File: src/b64u_pkg.sv
// ----------------------------------------------------------------------------
// b64u_pkg: shared types, constants and a classify function
// Character classes, result layout and field widths for the base64url
// word unpacker.
// ----------------------------------------------------------------------------
package b64u_pkg;

  // fixed field widths
  localparam int CHAR_W  = 8;
  localparam int WORD_W  = 32;
  localparam int LIMIT_W = 24;
  localparam int DIGIT_W = 6;
  localparam int NEED_W  = 6;
  localparam int SPILL_W = 3;
  localparam int CAUSE_W = 2;

  // default width of the emitted word counter
  localparam int COUNT_BITS_DEF = 24;

  // bits still needed at the start of a word, and bits per digit
  localparam logic [NEED_W-1:0] NEED_FULL  = 6'd32;
  localparam logic [NEED_W-1:0] NEED_DIGIT = 6'd6;

  // end cause codes
  localparam logic [CAUSE_W-1:0] END_NONE  = 2'd0;
  localparam logic [CAUSE_W-1:0] END_LIMIT = 2'd1;
  localparam logic [CAUSE_W-1:0] END_BAD   = 2'd2;

  // character classes
  typedef enum logic [2:0] {
    CLS_DIGIT = 3'b001,
    CLS_SKIP  = 3'b010,
    CLS_BAD   = 3'b100
  } char_class_t;

  typedef struct packed {
    char_class_t         kind;
    logic [DIGIT_W-1:0]  digit;
  } char_info_t;

  // one input transaction
  typedef struct packed {
    logic              restart;
    logic [CHAR_W-1:0] char_in;
  } item_t;

  // one result transaction
  typedef struct packed {
    logic [CAUSE_W-1:0] end_cause;
    logic               stream_end;
    logic               word_valid;
    logic [WORD_W-1:0]  data_word;
  } result_t;

  // map a byte onto the url-safe alphabet
  function automatic char_info_t classify(input logic [CHAR_W-1:0] c);
    char_info_t info;
    info.kind  = CLS_BAD;
    info.digit = '0;
    case (c) inside
      [8'h41:8'h5A]: begin
        info.kind  = CLS_DIGIT;
        info.digit = DIGIT_W'(c - 8'h41);
      end
      [8'h61:8'h7A]: begin
        info.kind  = CLS_DIGIT;
        info.digit = DIGIT_W'(c - 8'h61 + 8'd26);
      end
      [8'h30:8'h39]: begin
        info.kind  = CLS_DIGIT;
        info.digit = DIGIT_W'(c - 8'h30 + 8'd52);
      end
      8'h2D: begin
        info.kind  = CLS_DIGIT;
        info.digit = 6'd62;
      end
      8'h5F: begin
        info.kind  = CLS_DIGIT;
        info.digit = 6'd63;
      end
      8'h20, 8'h0A: begin
        info.kind = CLS_SKIP;
      end
      default: begin
        info.kind = CLS_BAD;
      end
    endcase
    return info;
  endfunction

endpackage

File: src/b64u_pipe_reg.sv
// ----------------------------------------------------------------------------
// b64u_pipe_reg: single register stage with valid/ready
// Holds one transaction; takes a new one whenever it is empty or its
// current one is being taken downstream in the same cycle.
// ----------------------------------------------------------------------------
module b64u_pipe_reg #(
  parameter int W = 8
) (
  input  logic         clk,
  input  logic         rst,
  input  logic         in_valid,
  output logic         in_ready,
  input  logic [W-1:0] in_data,
  output logic         out_valid,
  input  logic         out_ready,
  output logic [W-1:0] out_data
);

  logic         full;
  logic [W-1:0] data;

  // free now or freed by the downstream transaction
  assign in_ready  = !full || out_ready;
  assign out_valid = full;
  assign out_data  = data;

  // occupancy
  always_ff @(posedge clk) begin
    if (rst) begin
      full <= 1'b0;
    end else if (in_ready) begin
      full <= in_valid;
    end
  end

  // payload
  always_ff @(posedge clk) begin
    if (in_ready && in_valid) begin
      data <= in_data;
    end
  end

endmodule

File: src/b64u_core.sv
// ----------------------------------------------------------------------------
// b64u_core: decoder state and single-pass update
// Keeps the partial word, bit count, word count, stop flag and word limit,
// and works out the result of one character combinationally.
// ----------------------------------------------------------------------------
module b64u_core #(
  parameter int COUNT_BITS = b64u_pkg::COUNT_BITS_DEF
) (
  input  logic                             clk,
  input  logic                             rst,
  input  logic                             cfg_write,
  input  logic [b64u_pkg::LIMIT_W-1:0]     cfg_limit,
  input  logic                             fire,
  input  b64u_pkg::item_t                  item,
  output logic                             has_result,
  output b64u_pkg::result_t                result
);

  localparam int CMP_W = (COUNT_BITS > b64u_pkg::LIMIT_W) ? COUNT_BITS : b64u_pkg::LIMIT_W;

  logic [b64u_pkg::LIMIT_W-1:0] word_limit;
  logic [b64u_pkg::WORD_W-1:0]  acc, acc_next, eff_acc;
  logic [b64u_pkg::NEED_W-1:0]  need, need_next, eff_need;
  logic [COUNT_BITS-1:0]        count, count_next, eff_count;
  logic                         stopped, stopped_next, eff_stopped;
  logic [b64u_pkg::SPILL_W-1:0] spill;
  logic [b64u_pkg::WORD_W+b64u_pkg::DIGIT_W-1:0] spill_wide;
  b64u_pkg::char_info_t         info;

  // restart clears the state before the byte is looked at
  always_comb begin
    eff_acc     = item.restart ? '0 : acc;
    eff_need    = item.restart ? b64u_pkg::NEED_FULL : need;
    eff_count   = item.restart ? '0 : count;
    eff_stopped = item.restart ? 1'b0 : stopped;
  end

  assign info       = b64u_pkg::classify(item.char_in);
  assign spill      = b64u_pkg::SPILL_W'(b64u_pkg::NEED_DIGIT - eff_need);
  // low spill bits of the digit land at the top of the next word
  assign spill_wide = {info.digit, {b64u_pkg::WORD_W{1'b0}}} >> spill;

  // decode step
  always_comb begin
    acc_next     = eff_acc;
    need_next    = eff_need;
    count_next   = eff_count;
    stopped_next = eff_stopped;
    has_result   = 1'b0;
    result       = '0;
    if (!eff_stopped) begin
      case (info.kind)
        b64u_pkg::CLS_BAD: begin
          stopped_next      = 1'b1;
          has_result        = 1'b1;
          result.stream_end = 1'b1;
          result.end_cause  = b64u_pkg::END_BAD;
        end
        b64u_pkg::CLS_DIGIT: begin
          if (eff_need > b64u_pkg::NEED_DIGIT) begin
            acc_next  = eff_acc
                      | (b64u_pkg::WORD_W'(info.digit) << (eff_need - b64u_pkg::NEED_DIGIT));
            need_next = eff_need - b64u_pkg::NEED_DIGIT;
          end else begin
            acc_next          = spill_wide[b64u_pkg::WORD_W-1:0];
            need_next         = b64u_pkg::NEED_FULL - b64u_pkg::NEED_W'(spill);
            count_next        = eff_count + COUNT_BITS'(1);
            has_result        = 1'b1;
            result.data_word  = eff_acc | (b64u_pkg::WORD_W'(info.digit) >> spill);
            result.word_valid = 1'b1;
            if (word_limit != '0 && CMP_W'(count_next) == CMP_W'(word_limit)) begin
              stopped_next      = 1'b1;
              result.stream_end = 1'b1;
              result.end_cause  = b64u_pkg::END_LIMIT;
            end
          end
        end
        default: begin
          // skipped byte: no change
        end
      endcase
    end
  end

  // word limit register
  always_ff @(posedge clk) begin
    if (rst) begin
      word_limit <= '0;
    end else if (cfg_write) begin
      word_limit <= cfg_limit;
    end
  end

  // decoder state
  always_ff @(posedge clk) begin
    if (rst) begin
      acc     <= '0;
      need    <= b64u_pkg::NEED_FULL;
      count   <= '0;
      stopped <= 1'b0;
    end else if (fire) begin
      acc     <= acc_next;
      need    <= need_next;
      count   <= count_next;
      stopped <= stopped_next;
    end
  end

endmodule

File: src/base64url_word_unpacker.sv
// ----------------------------------------------------------------------------
// base64url_word_unpacker: url-safe base64 to 32-bit word decoder
// Decodes an unpadded base64url character stream, msb first, into words,
// with skipped space and newline, stop on invalid byte and an optional word limit.
//
//   channel   direction  fields
//   s_axis    in         tdata: char_in[7:0]; tuser: restart
//   m_axis    out        tdata: data_word[31:0]; tuser: word_valid, end_cause[1:0];
//                        tlast: stream_end
//   cfg       in         data: word_limit[23:0]
//
// One character per cycle is taken while m_axis does not stall; a result passes
// through the input register, then the result register, to the output.
// The decoder update between the two registers sets the rate: one pass per byte.
// Reset clears the decoder, the word limit and both register stages.
// A stall on m_axis backs up through the output and input registers.
// ----------------------------------------------------------------------------
module base64url_word_unpacker #(
  parameter int COUNT_BITS = b64u_pkg::COUNT_BITS_DEF
) (
  input  logic        clk,
  input  logic        rst,
  input  logic        s_axis_tvalid,
  output logic        s_axis_tready,
  input  logic [7:0]  s_axis_tdata,   // char_in[7:0]
  input  logic [0:0]  s_axis_tuser,   // restart
  output logic        m_axis_tvalid,
  input  logic        m_axis_tready,
  output logic [31:0] m_axis_tdata,   // data_word[31:0]
  output logic [2:0]  m_axis_tuser,   // word_valid, end_cause[1:0]
  output logic        m_axis_tlast,
  input  logic        cfg_valid,
  output logic        cfg_ready,
  input  logic [23:0] cfg_data        // word_limit[23:0]
);

  localparam int ITEM_W = $bits(b64u_pkg::item_t);
  localparam int RES_W  = $bits(b64u_pkg::result_t);

  b64u_pkg::item_t   in_item, held_item;
  b64u_pkg::result_t result, out_result;
  logic              held_valid, core_ready, has_result, fire;

  assign cfg_ready = 1'b1;

  assign in_item.char_in = s_axis_tdata;
  assign in_item.restart = s_axis_tuser[0];

  // input register
  b64u_pipe_reg #(.W(ITEM_W)) u_in_reg (
    .clk       (clk),
    .rst       (rst),
    .in_valid  (s_axis_tvalid),
    .in_ready  (s_axis_tready),
    .in_data   (in_item),
    .out_valid (held_valid),
    .out_ready (core_ready),
    .out_data  (held_item)
  );

  // a held character is consumed whenever the result register can take it
  assign fire = held_valid && core_ready;

  b64u_core #(.COUNT_BITS(COUNT_BITS)) u_core (
    .clk        (clk),
    .rst        (rst),
    .cfg_write  (cfg_valid && cfg_ready),
    .cfg_limit  (cfg_data),
    .fire       (fire),
    .item       (held_item),
    .has_result (has_result),
    .result     (result)
  );

  // result register
  b64u_pipe_reg #(.W(RES_W)) u_out_reg (
    .clk       (clk),
    .rst       (rst),
    .in_valid  (held_valid && has_result),
    .in_ready  (core_ready),
    .in_data   (result),
    .out_valid (m_axis_tvalid),
    .out_ready (m_axis_tready),
    .out_data  (out_result)
  );

  assign m_axis_tdata = out_result.data_word;
  assign m_axis_tuser = {out_result.end_cause, out_result.word_valid};
  assign m_axis_tlast = out_result.stream_end;

endmodule
File: config.mk
export PLATFORM = sky130hd
export DESIGN_NAME = base64url_word_unpacker
export DESIGN_NICKNAME = d
export VERILOG_FILES = /design/src/b64u_pkg.sv /design/src/b64u_pipe_reg.sv /design/src/b64u_core.sv /design/src/base64url_word_unpacker.sv
export SDC_FILE = /design/constraint.sdc
export NUM_CORES = 1
export LEC_CHECK = 0
export BUFFER_PORTS_ARGS = -buffer_cell sky130_fd_sc_hd__clkbuf_2
export CORE_MARGIN = 2
export CORE_UTILIZATION = 40
export DETAILED_ROUTE_END_ITERATION = 16
export GPL_TIMING_DRIVEN = 0
export SYNTH_ARGS = -nofsm -noshare
export SYNTH_HDL_FRONTEND = slang
export SYNTH_HIERARCHICAL = 1
export SYNTH_SLANG_ARGS = --single-unit
File: constraint.sdc
create_clock -name clk -period 8.35 [get_ports clk]
set_clock_uncertainty 0.1 [all_clocks]
set_input_delay 0.835 -clock clk [delete_from_list [all_inputs] [get_ports clk]]
set_output_delay 0.835 -clock clk [all_outputs]
set_load 0.05 [all_outputs]
==> results.py, run 1 <==
metrics = {
    "critical_path": {
        "worstSetupPathType": "reg2reg",
        "crit_chain": "buf_6 > buf_2 > buf_2 > buf_2 > clkbuf_1 > clkbuf_1 > nor2b_1 > ha_1 > nand3_4 > nor4_4 > nand3_1 > xnor2_1 > a211o_1 > or4_4 > a2111oi_4 > and2_1 > nand2b_1",
        "cp_slowest_cell": "nor4_4",
        "cp.arrival_ns": 5.71,
        "cp_max_fo": 10,
        "cp-end-kind": "flop",
        "cpPeakStageDelay_ns": 0.64,
        "cp_common_cell": "buf_2",
        "cp-start-kind": "flop",
        "crit_required_ns": 8.54,
    },
    "sta": {
        "period_share_pct": 66.2,
        "hold_viol_final": 0,
        "tightest_slew_ns": 1.26,
        "slew_headroom_pct": 15.0,
        "slew_viol_final": 0,
        "setup_ws_ns": 2.82,
        "setup_tns_ns": 0,
        "min_period_ns": 5.53,
        "rsz0062_at_grt": "no",
        "setup_violations": 0,
        "holdWs_ns": 0.347,
        "fmax_mhz": 181,
    },
    "place": {
        "gp_congestion": 0.951,
        "place_area_um2": 8460,
        "dp_hpwl_um": 17300,
        "port-buffer-count": 74,
        "dp.cells": 1225,
        "post-place-ws_ns": 2.93,
    },
    "power_and_ir_drop": {
        "p_sw_mw": 0.458,
        "finalPower_mw": 1.73,
        "power.internal_mw": 1.27,
        "comb_power_share_pct": 11.9,
        "p_leak_nw": 3.44,
        "clock_power_share_pct": 47.1,
        "ir_worst_vdd_mv": 0.144,
        "switching_share_pct": 26.4,
        "p_per_area_nw_per_um2": 190,
        "power_frac_seq_pct": 41.0,
    },
    "global_routing": {
        "grt_pass1_wl_um": 36400,
        "grt_pass1_vias": 6497,
        "grt_antenna_before_repair": 0,
        "grt_usage_pct": 23.1,
        "overflow": 0,
        "grt_max_degree": 37,
    },
    "yosys": {
        "synthesis.area_um2": 7760,
        "ys_seq_area_share_pct": 40.3,
        "ys.flop_type": "dfxtp_1",
        "synth_area_leader_cell": "dfxtp_1",
        "async_flop_share_pct": 0,
        "synth.most_common_cell": "nor2_1",
        "syn_area_per_cell_um2": 8.71,
        "synth_top_area_share_pct": 22.9,
        "synth_edf_count": 45,
        "ys_types": 80,
        "synth_nets": 943,
        "synth_seq_cells": 134,
        "synth_common_cells": "nor2_1 (99), dfxtp_1 (89), nand2_1 (77), a21oi_1 (58), edfxtp_1 (45)",
        "synthTopCellsByArea": "dfxtp_1 (23%), edfxtp_1 (17%), nor2_1 (4.8%)",
        "syn_inst": 891,
        "ys_warn_count": 6,
    },
    "clocking": {
        "clkTransAtPathRegs_ns": 0.06,
        "cts_resized": 0,
        "cts_setup_buffers": 0,
        "clockRootBuffer": "clkbuf_16",
        "clock_latency_ns": 0.43,
        "htree_levels": 4,
        "cts_tree": "built",
        "ctsHoldBuffers": 0,
        "cts_inserted_buffers": 17,
        "clock-sinks": 134,
        "clock_path_buffers": 2,
    },
    "die": {
        "dieArea_um2": 20500,
        "core_area_um2": 18900,
        "initial_core_util_pct": 41.1,
        "rows": 50,
        "io-pin-count": 77,
        "die_width_um": 143,
        "die_h_um": 143,
    },
    "cells_and_area": {
        "fin_cells": 1257,
        "area_delta_synth_final_pct": 17.1,
        "fin_area_um2": 9090,
        "final_nets": 1036,
        "n_antenna_cell": 0,
        "layout-drive-gt1-share_pct": 14.8,
        "finish.utilization_pct": 48.1,
        "fill_cells": 1938,
    },
    "drt": {
        "vias": 7145,
        "avgViaCountPerCell": 5.68,
        "drc_errors": 0,
        "drt_iter0_markers": 628,
        "firstDrtPassIters": 5,
        "routedWlPerCell_um": 18.8,
        "ant_nets": 0,
        "finalWirelength_um": 23600,
    },
    "flow_run": {
        "drv_cap": 0,
    },
    "worst_hold_path": {
        "hp-class": "reg2reg",
    },
    "status": {
        "status": "complete, no violations",
    },
}
## area by class of cell
cell class                 count  area, um^2  share of cell area [%]
buffer                        50         220                    2.42
timing repair buffer          74         370                    4.07
multi-input combinational    686        4330                    47.7
clock inverter                12         175                    1.93
clock buffer                  20         457                    5.02
tap                          260         325                    3.58
sequential                   134        3130                    34.5
inverter                      21        78.8                   0.867
## state kept, by name, summed over array words and instances (netlist names)
register             flops
u_out_reg/out_data      36
u_core/acc              32
u_core/count            24
u_core/word_limit       24
u_in_reg/out_data        9
u_core/need              6
u_core/stopped           1
u_in_reg/out_valid       1
u_out_reg/out_valid      1
## placed cells by master, fill, tap and decap left out, types with 8 or more instances in the layout
| master | n |
|---|---|
| nor2_1 | 99 |
| xor2_1 | 16 |
| ha_1 | 14 |
| a211oi_1 | 12 |
| a22oi_1 | 11 |
| inv_1 | 19 |
| edfxtp_1 | 45 |
| a21oi_1 | 58 |
| nand4_1 | 11 |
| clkbuf_16 | 17 |
| dfxtp_1 | 89 |
| xnor2_1 | 28 |
| nand2b_1 | 12 |
| nor3_1 | 41 |
| nand3_1 | 33 |
| o21ai_0 | 43 |
| and2_1 | 33 |
| clkbuf_1 | 34 |
| nor4_1 | 16 |
| clkbuf_2 | 74 |
| nor2b_1 | 14 |
| mux2i_1 | 33 |
| nand3b_1 | 9 |
| nand2_1 | 77 |
| buf_2 | 8 |
| and3_1 | 10 |
## critical path, delay by kind of cell (launching register included)
family	cells	cell delay (ns)
buffers and inverters	6	1.49
XOR/XNOR	1	0.20
adder cells (fa/ha/maj)	1	0.31
flip-flops	1	0.39
AO/OA/AOI/OAI	2	0.71
AND/OR/NAND/NOR	7	2.17
## per-layer routing
layer	vias to the layer above	GRT usage, %	routed length (um)
li1	3420	-	-
met5	-	0	0
met2	303	34.2	10200
met1	3383	33.7	11300
met3	39	3.67	1490
met4	0	9.24	616
## cell families after synthesis
kind of cell             Yosys count  synth area share [%]
flip-flops                       134                  40.3
other                              1                0.0483
XOR/XNOR                          44                  4.96
multiplexers                      35                  4.74
adder cells (fa/ha/maj)           14                  2.26
buffers and inverters             71                  3.85
AO/OA/AOI/OAI                    199                  17.0
AND/OR/NAND/NOR                  393                  26.8
## power by group through the flow
stage	Combinational [mW]	Clock (mW)	Sequential [mW]
floorplan	0.116	0	0.747
global placement	0.202	0	0.723
detailed placement	0.202	0	0.723
CTS	0.204	0.824	0.709
global route	0.221	0.848	0.711
finish	0.207	0.816	0.709
## worst paths after layout
check	slack [ns]	startpoint	depth (start not counted)	endpoint
worst max-delay path	2.82	u_in_reg/out_data[8]	17	u_out_reg/out_data[33]
worst max register to register	2.82	u_in_reg/out_data[8]	17	u_out_reg/out_data[33]
worst min-delay path	0.35	u_core/acc[12]	2	u_core/acc[12]
worst min register to register	0.35	u_core/acc[12]	2	u_core/acc[12]
(Power assumes the default switching activity.)
==> run 2: changes to the inputs <==
==> constraint.sdc (replaced) <==
create_clock -name clk -period 4.6 [get_ports clk]
set_clock_uncertainty 0.1 [all_clocks]
set_input_delay 0.46 -clock clk [delete_from_list [all_inputs] [get_ports clk]]
set_output_delay 0.46 -clock clk [all_outputs]
set_load 0.05 [all_outputs]
==> run 2 against run 1 <==
Effect of this change: via count down 0.50%; worst setup slack got worse by 2.6 ns; clock power rose by 81%; flip-flop and latch count is the same; non-clock buffer count is the same; global-route usage about the same; critical path depth shrank 2; die area stayed put; utilization rose by 0.13 points; design area increased by 0.28%; routed wire length decreased by 1.2%; combinational power grew 81%; largest power group unchanged.
==> results.py, run 2 (synthesis results as in run 1) <==
metrics = {
    "critical_path": {
        "worstSetupPathType": "reg2reg",
        "cp.arrival_ns": 4.53,
        "crit_chain": "buf_6 > buf_4 > clkbuf_4 > clkbuf_4 > nor2b_1 > ha_2 > nand3_4 > or3_1 > a21oi_1 > xor2_1 > nand3_1 > or4_4 > a2111oi_4 > and2_4 > nand2b_1",
        "cp-end-kind": "flop",
        "cpPeakStageDelay_ns": 0.57,
        "cp-start-kind": "flop",
        "cp_slowest_cell": "or4_4",
        "crit_required_ns": 4.79,
        "cp_max_fo": 28,
        "cp_common_cell": "clkbuf_4",
    },
    "place": {
        "dp.cells": 1225,
        "dp_hpwl_um": 17300,
        "gp_congestion": 0.951,
        "port-buffer-count": 74,
    },
    "cells_and_area": {
        "area_delta_synth_final_pct": 17.4,
        "final_nets": 1036,
        "final_cell_mix": "nor2_1 (99), dfxtp_1 (89), nand2_1 (77)",
        "layout-drive-gt1-share_pct": 15.3,
        "fin_cells": 1257,
        "finish.utilization_pct": 48.3,
        "n_antenna_cell": 0,
        "largest_register_ffs": 36,
        "mostFrequentLayoutCell": "nor2_1",
    },
    "sta": {
        "hold_viol_final": 0,
        "tightest_slew_ns": 1.25,
        "rsz0062_at_grt": "no",
        "fmax_mhz": 230,
        "period_share_pct": 94.4,
        "min_period_ns": 4.34,
        "setup_violations": 0,
        "slew_viol_final": 0,
        "slew_headroom_pct": 15.9,
    },
    "clocking": {
        "clock-sinks": 134,
        "clockRootBuffer": "clkbuf_16",
        "clock_latency_ns": 0.43,
        "clkTransAtPathRegs_ns": 0.06,
        "clock_path_buffers": 2,
        "htree_levels": 4,
        "cts_tree": "built",
        "cts_inserted_buffers": 17,
    },
    "die": {
        "die_h_um": 143,
        "io-pin-count": 77,
        "rows": 50,
        "core_area_um2": 18900,
        "initial_core_util_pct": 41.1,
        "die_width_um": 143,
        "dieArea_um2": 20500,
    },
    "global_routing": {
        "overflow": 0,
        "grt_max_degree": 37,
        "grt_antenna_before_repair": 0,
        "grt_usage_pct": 23.1,
        "grt_pass1_vias": 6509,
        "grt_pass1_wl_um": 36400,
    },
    "power_and_ir_drop": {
        "switching_share_pct": 26.4,
        "p_sw_mw": 0.828,
        "comb_power_share_pct": 11.9,
        "p_leak_nw": 3.45,
        "clock_power_share_pct": 47.1,
        "p_per_area_nw_per_um2": 344,
        "ir_worst_vdd_mv": 0.263,
        "power_frac_seq_pct": 41.0,
        "power.internal_mw": 2.31,
        "finalPower_mw": 3.14,
    },
    "status": {
        "status": "complete, no violations",
    },
    "drt": {
        "drc_errors": 0,
        "finalWirelength_um": 23300,
        "firstDrtPassIters": 5,
        "routedWlPerCell_um": 18.5,
        "drt_iter0_markers": 640,
        "vias": 7109,
        "ant_nets": 0,
        "avgViaCountPerCell": 5.66,
    },
    "worst_hold_path": {
        "hp-class": "in2reg",
    },
    "flow_run": {
        "drv_cap": 0,
    },
}
run 2: cell count changes in the layout (fill, tap and decap cells not counted):
cell | previous run | this run
buf_4 | 4 | 7
buf_2 | 8 | 5
clkbuf_1 | 34 | 32
and2_4 | 2 | 3
ha_2 | 0 | 1
and2_1 | 33 | 32
a211oi_1 | 12 | 11
clkbuf_4 | 0 | 2
a211oi_2 | 0 | 1
ha_1 | 14 | 13
run 2: timing repair:
item                                    4_1_cts  5_1_grt
hold buffers                                  0        0
gates resized for setup                       8        1
buffers inserted                              2        0
endpoints found under the setup margin        3        4
pin swaps                                     2        0
run 2: cell type report:
class                   count  area [um^2]
plain buffers              48          220
fillers                  1940         9780
clock inverters            12          175
inverters                  21         78.8
multi-input cells         686         4340
clock buffers              20          457
flip-flops and latches    134         3130
repair buffers             76          385
well taps                 260          325
run 2: path summary, 6_finish.rpt:
path,start,end,slack (ns),cells past startpoint
max reg2reg,u_in_reg/out_data[8],u_out_reg/out_data[33],0.26,15
max,u_in_reg/out_data[8],u_out_reg/out_data[33],0.26,15
min,s_axis_tdata[2],u_in_reg/out_data[2],0.10,1
min reg2reg,u_core/acc[12],u_core/acc[12],0.35,2
run 2: per-stage QoR:
stage	cell area (um^2)	hold WS, ns	setup slack [ns]	TNS, ns
after floorplan	7760	0.317	0.332	0
after global placement	8460	0.338	-0.800	-2.12
after detailed placement	8460	0.341	-0.818	-2.14
after CTS	9120	0.0941	0.0721	0
after global routing	9120	0.0915	0.104	0
final	9120	0.105	0.258	0
run 2: worst max-delay path: cells and delay by family, from the launching register on:
| family | cells | cell delay [ns] |
|---|---|---|
| AO/OA/AOI/OAI | 2 | 0.61 |
| AND/OR/NAND/NOR | 7 | 1.77 |
| flip-flops | 1 | 0.39 |
| adder cells (fa/ha/maj) | 1 | 0.24 |
| buffers and inverters | 4 | 0.85 |
| XOR/XNOR | 1 | 0.24 |
run 2: power by group through the flow:
stage | clock network, mW | logic [mW] | registers (mW)
after floorplan | 0 | 0.211 | 1.36
after detailed placement | 0 | 0.367 | 1.31
after global routing | 1.54 | 0.402 | 1.29
after global placement | 0 | 0.367 | 1.31
final | 1.48 | 0.374 | 1.29
after CTS | 1.50 | 0.370 | 1.29
run 2: routing by layer:
metal	vias up	GRT usage, %	wire length [um]
met5	-	0	0
met1	3332	33.5	11000
met2	301	34.4	10000
li1	3432	-	-
met3	44	3.50	1640
met4	0	9.24	641
==> run 3: changes to the inputs <==
--- a/config.mk
+++ b/config.mk
@@ -7,9 +7,11 @@
 export LEC_CHECK = 0
 export BUFFER_PORTS_ARGS = -buffer_cell sky130_fd_sc_hd__clkbuf_2
 export CORE_MARGIN = 2
-export CORE_UTILIZATION = 40
+export CORE_UTILIZATION = 54
+export CTS_CLUSTER_DIAMETER = 50
 export DETAILED_ROUTE_END_ITERATION = 16
 export GPL_TIMING_DRIVEN = 0
+export PLACE_DENSITY = 0.77
 export SYNTH_ARGS = -nofsm -noshare
 export SYNTH_HDL_FRONTEND = slang
 export SYNTH_HIERARCHICAL = 1
==> run 3 against run 2 <==
Effect of this change: via count grew 1.4%; register-to-register slack gained 0.12 ns; design area shrank 1.7%; sequential share of layout area grew 0.60 points; sequential power is essentially flat; worst hold slack gained 0.0066 ns; utilization grew 16 points; die area shrank 25%; fmax grew 2.9%; total power shrank 6.2%; critical path type unchanged.
==> results.py, run 3 (synthesis results as in run 1) <==
metrics = {
    "drt": {
        "avgViaCountPerCell": 6.12,
        "drc_errors": 0,
        "drt_iter0_markers": 874,
        "finalWirelength_um": 22100,
        "firstDrtPassIters": 6,
        "vias": 7211,
        "routedWlPerCell_um": 18.8,
        "ant_nets": 0,
    },
    "die": {
        "rows": 43,
        "die_h_um": 124,
        "io-pin-count": 77,
        "dieArea_um2": 15400,
        "die_width_um": 124,
        "core_area_um2": 14000,
        "initial_core_util_pct": 55.5,
    },
    "sta": {
        "slew_viol_final": 0,
        "slew_headroom_pct": 7.66,
        "period_share_pct": 91.7,
        "tightest_slew_ns": 1.37,
        "setup_violations": 0,
        "rsz0062_at_grt": "no",
        "hold_viol_final": 0,
        "setup_tns_ns": 0,
        "fmax_mhz": 237,
        "min_period_ns": 4.22,
    },
    "critical_path": {
        "cp-start-kind": "flop",
        "cp_max_fo": 28,
        "crit_required_ns": 4.79,
        "worstSetupPathType": "reg2reg",
        "cp-end-kind": "flop",
        "cp.arrival_ns": 4.40,
    },
    "cells_and_area": {
        "final_nets": 1037,
        "n_antenna_cell": 0,
        "seqCellArea_um2": 3130,
        "final_cell_mix": "nor2_1 (99), dfxtp_1 (89), nand2_1 (77)",
        "fill_cells": 1233,
        "finish.utilization_pct": 64.1,
        "mostFrequentLayoutCell": "nor2_1",
        "area_delta_synth_final_pct": 15.4,
        "multi_input_area_um2": 4340,
        "layout-drive-gt1-share_pct": 15.2,
        "largest_register_ffs": 36,
    },
    "clocking": {
        "clockRootBuffer": "clkbuf_16",
        "clock-sinks": 134,
        "clkTransAtPathRegs_ns": 0.06,
        "ctsHoldBuffers": 0,
        "clock_path_buffers": 2,
        "cts_inserted_buffers": 17,
        "clock_latency_ns": 0.42,
        "cts_tree": "built",
        "htree_levels": 4,
    },
    "worst_hold_path": {
        "hp-class": "in2reg",
    },
    "power_and_ir_drop": {
        "ir_worst_vdd_mv": 0.299,
        "p_per_area_nw_per_um2": 329,
        "p_leak_nw": 3.43,
    },
    "global_routing": {
        "grt_pass1_vias": 6450,
        "grt_max_degree": 37,
        "grt_usage_pct": 29.8,
        "grt_pass1_wl_um": 34600,
        "overflow": 0,
        "grt_antenna_before_repair": 0,
    },
    "place": {
        "dp_hpwl_um": 16500,
        "gp_congestion": 1.02,
        "port-buffer-count": 74,
    },
    "status": {
        "status": "complete, no violations",
    },
    "flow_run": {
        "drv_cap": 0,
    },
}
==> run 3: cell types whose count changed in the layout (fill, tap and decap cells not counted), moves of 2 or more <==
cell       previous run  this run
bufinv_16             4         1
clkbuf_1             32        35
clkinv_4              1         4
clkbuf_8              2         0
==> run 3: cell type report <==
class	instances	share of cell area (%)
clock buffers	22	5.19
repair buffers	77	4.43
plain buffers	48	2.46
well taps	180	2.51
inverters	21	0.880
flip-flops and latches	134	35.0
clock inverters	10	1.10
multi-input cells	686	48.5
==> run 3: where the power goes <==
part	switching (mW)	internal, mW	total (mW)	leakage (nW)
Clock	0.509	0.777	1.29	0.270
Combinational	0.257	0.116	0.373	2.00
Sequential	0.0271	1.26	1.29	1.15
==> run 3: per-layer routing <==
layer	part of all wire, %	track usage [%]	wire, um	vias to the layer above
met5	0	0	0	-
met4	2.0	9.69	444	0
met3	9.6	7.42	2130	40
met2	44	43.7	9780	361
met1	44	42.9	9770	3387
li1	-	-	-	3423
==> run 3: what timing repair did <==
item,in CTS,in global routing
hold endpoints to repair,0,0
setup endpoints to repair,3,3
cloned,0,0
buffers inserted,2,1
gates resized for setup,8,1
pin swaps,1,2
==> run 3: worst paths after layout <==
check | startpoint | end | slack, ns | cells past startpoint
min reg2reg | u_core/acc[20] | u_core/acc[20] | 0.34 | 2
max | u_in_reg/out_data[8] | u_out_reg/out_data[33] | 0.38 | 16
min | s_axis_tdata[0] | u_in_reg/out_data[0] | 0.11 | 1
max reg2reg | u_in_reg/out_data[8] | u_out_reg/out_data[33] | 0.38 | 16
==> run 3: critical path, cell delays in order, from the launching register on <==
cell and delay (ns):
edfxtp_1 0.38, buf_6 0.20, buf_4 0.21, clkbuf_4 0.21, clkbuf_4 0.23, nor2b_1 0.14, ha_2 0.23, nand3_4 0.13
nor4_4 0.24, buf_6 0.19, nand3_2 0.08, mux2_4 0.33, xor2_1 0.14, or4_4 0.50, a2111oi_4 0.40, and2_4 0.23
nand2b_1 0.11
==> run 3: through the flow <==
step | instance area (um^2) | total power, mW | std cells | hold slack (ns) | setup WS [ns]
floorplan | 7760 | 1.57 | 891 | 0.317 | 0.332
global placement | 8360 | 1.67 | 1145 | 0.332 | -0.710
detailed placement | 8360 | 1.68 | 1145 | 0.337 | -0.729
CTS | 8960 | 2.95 | 1179 | 0.102 | 0.0107
global route | 8960 | 3.04 | 1178 | 0.0975 | 0.0264
finish | 8960 | 2.95 | 1178 | 0.112 | 0.381
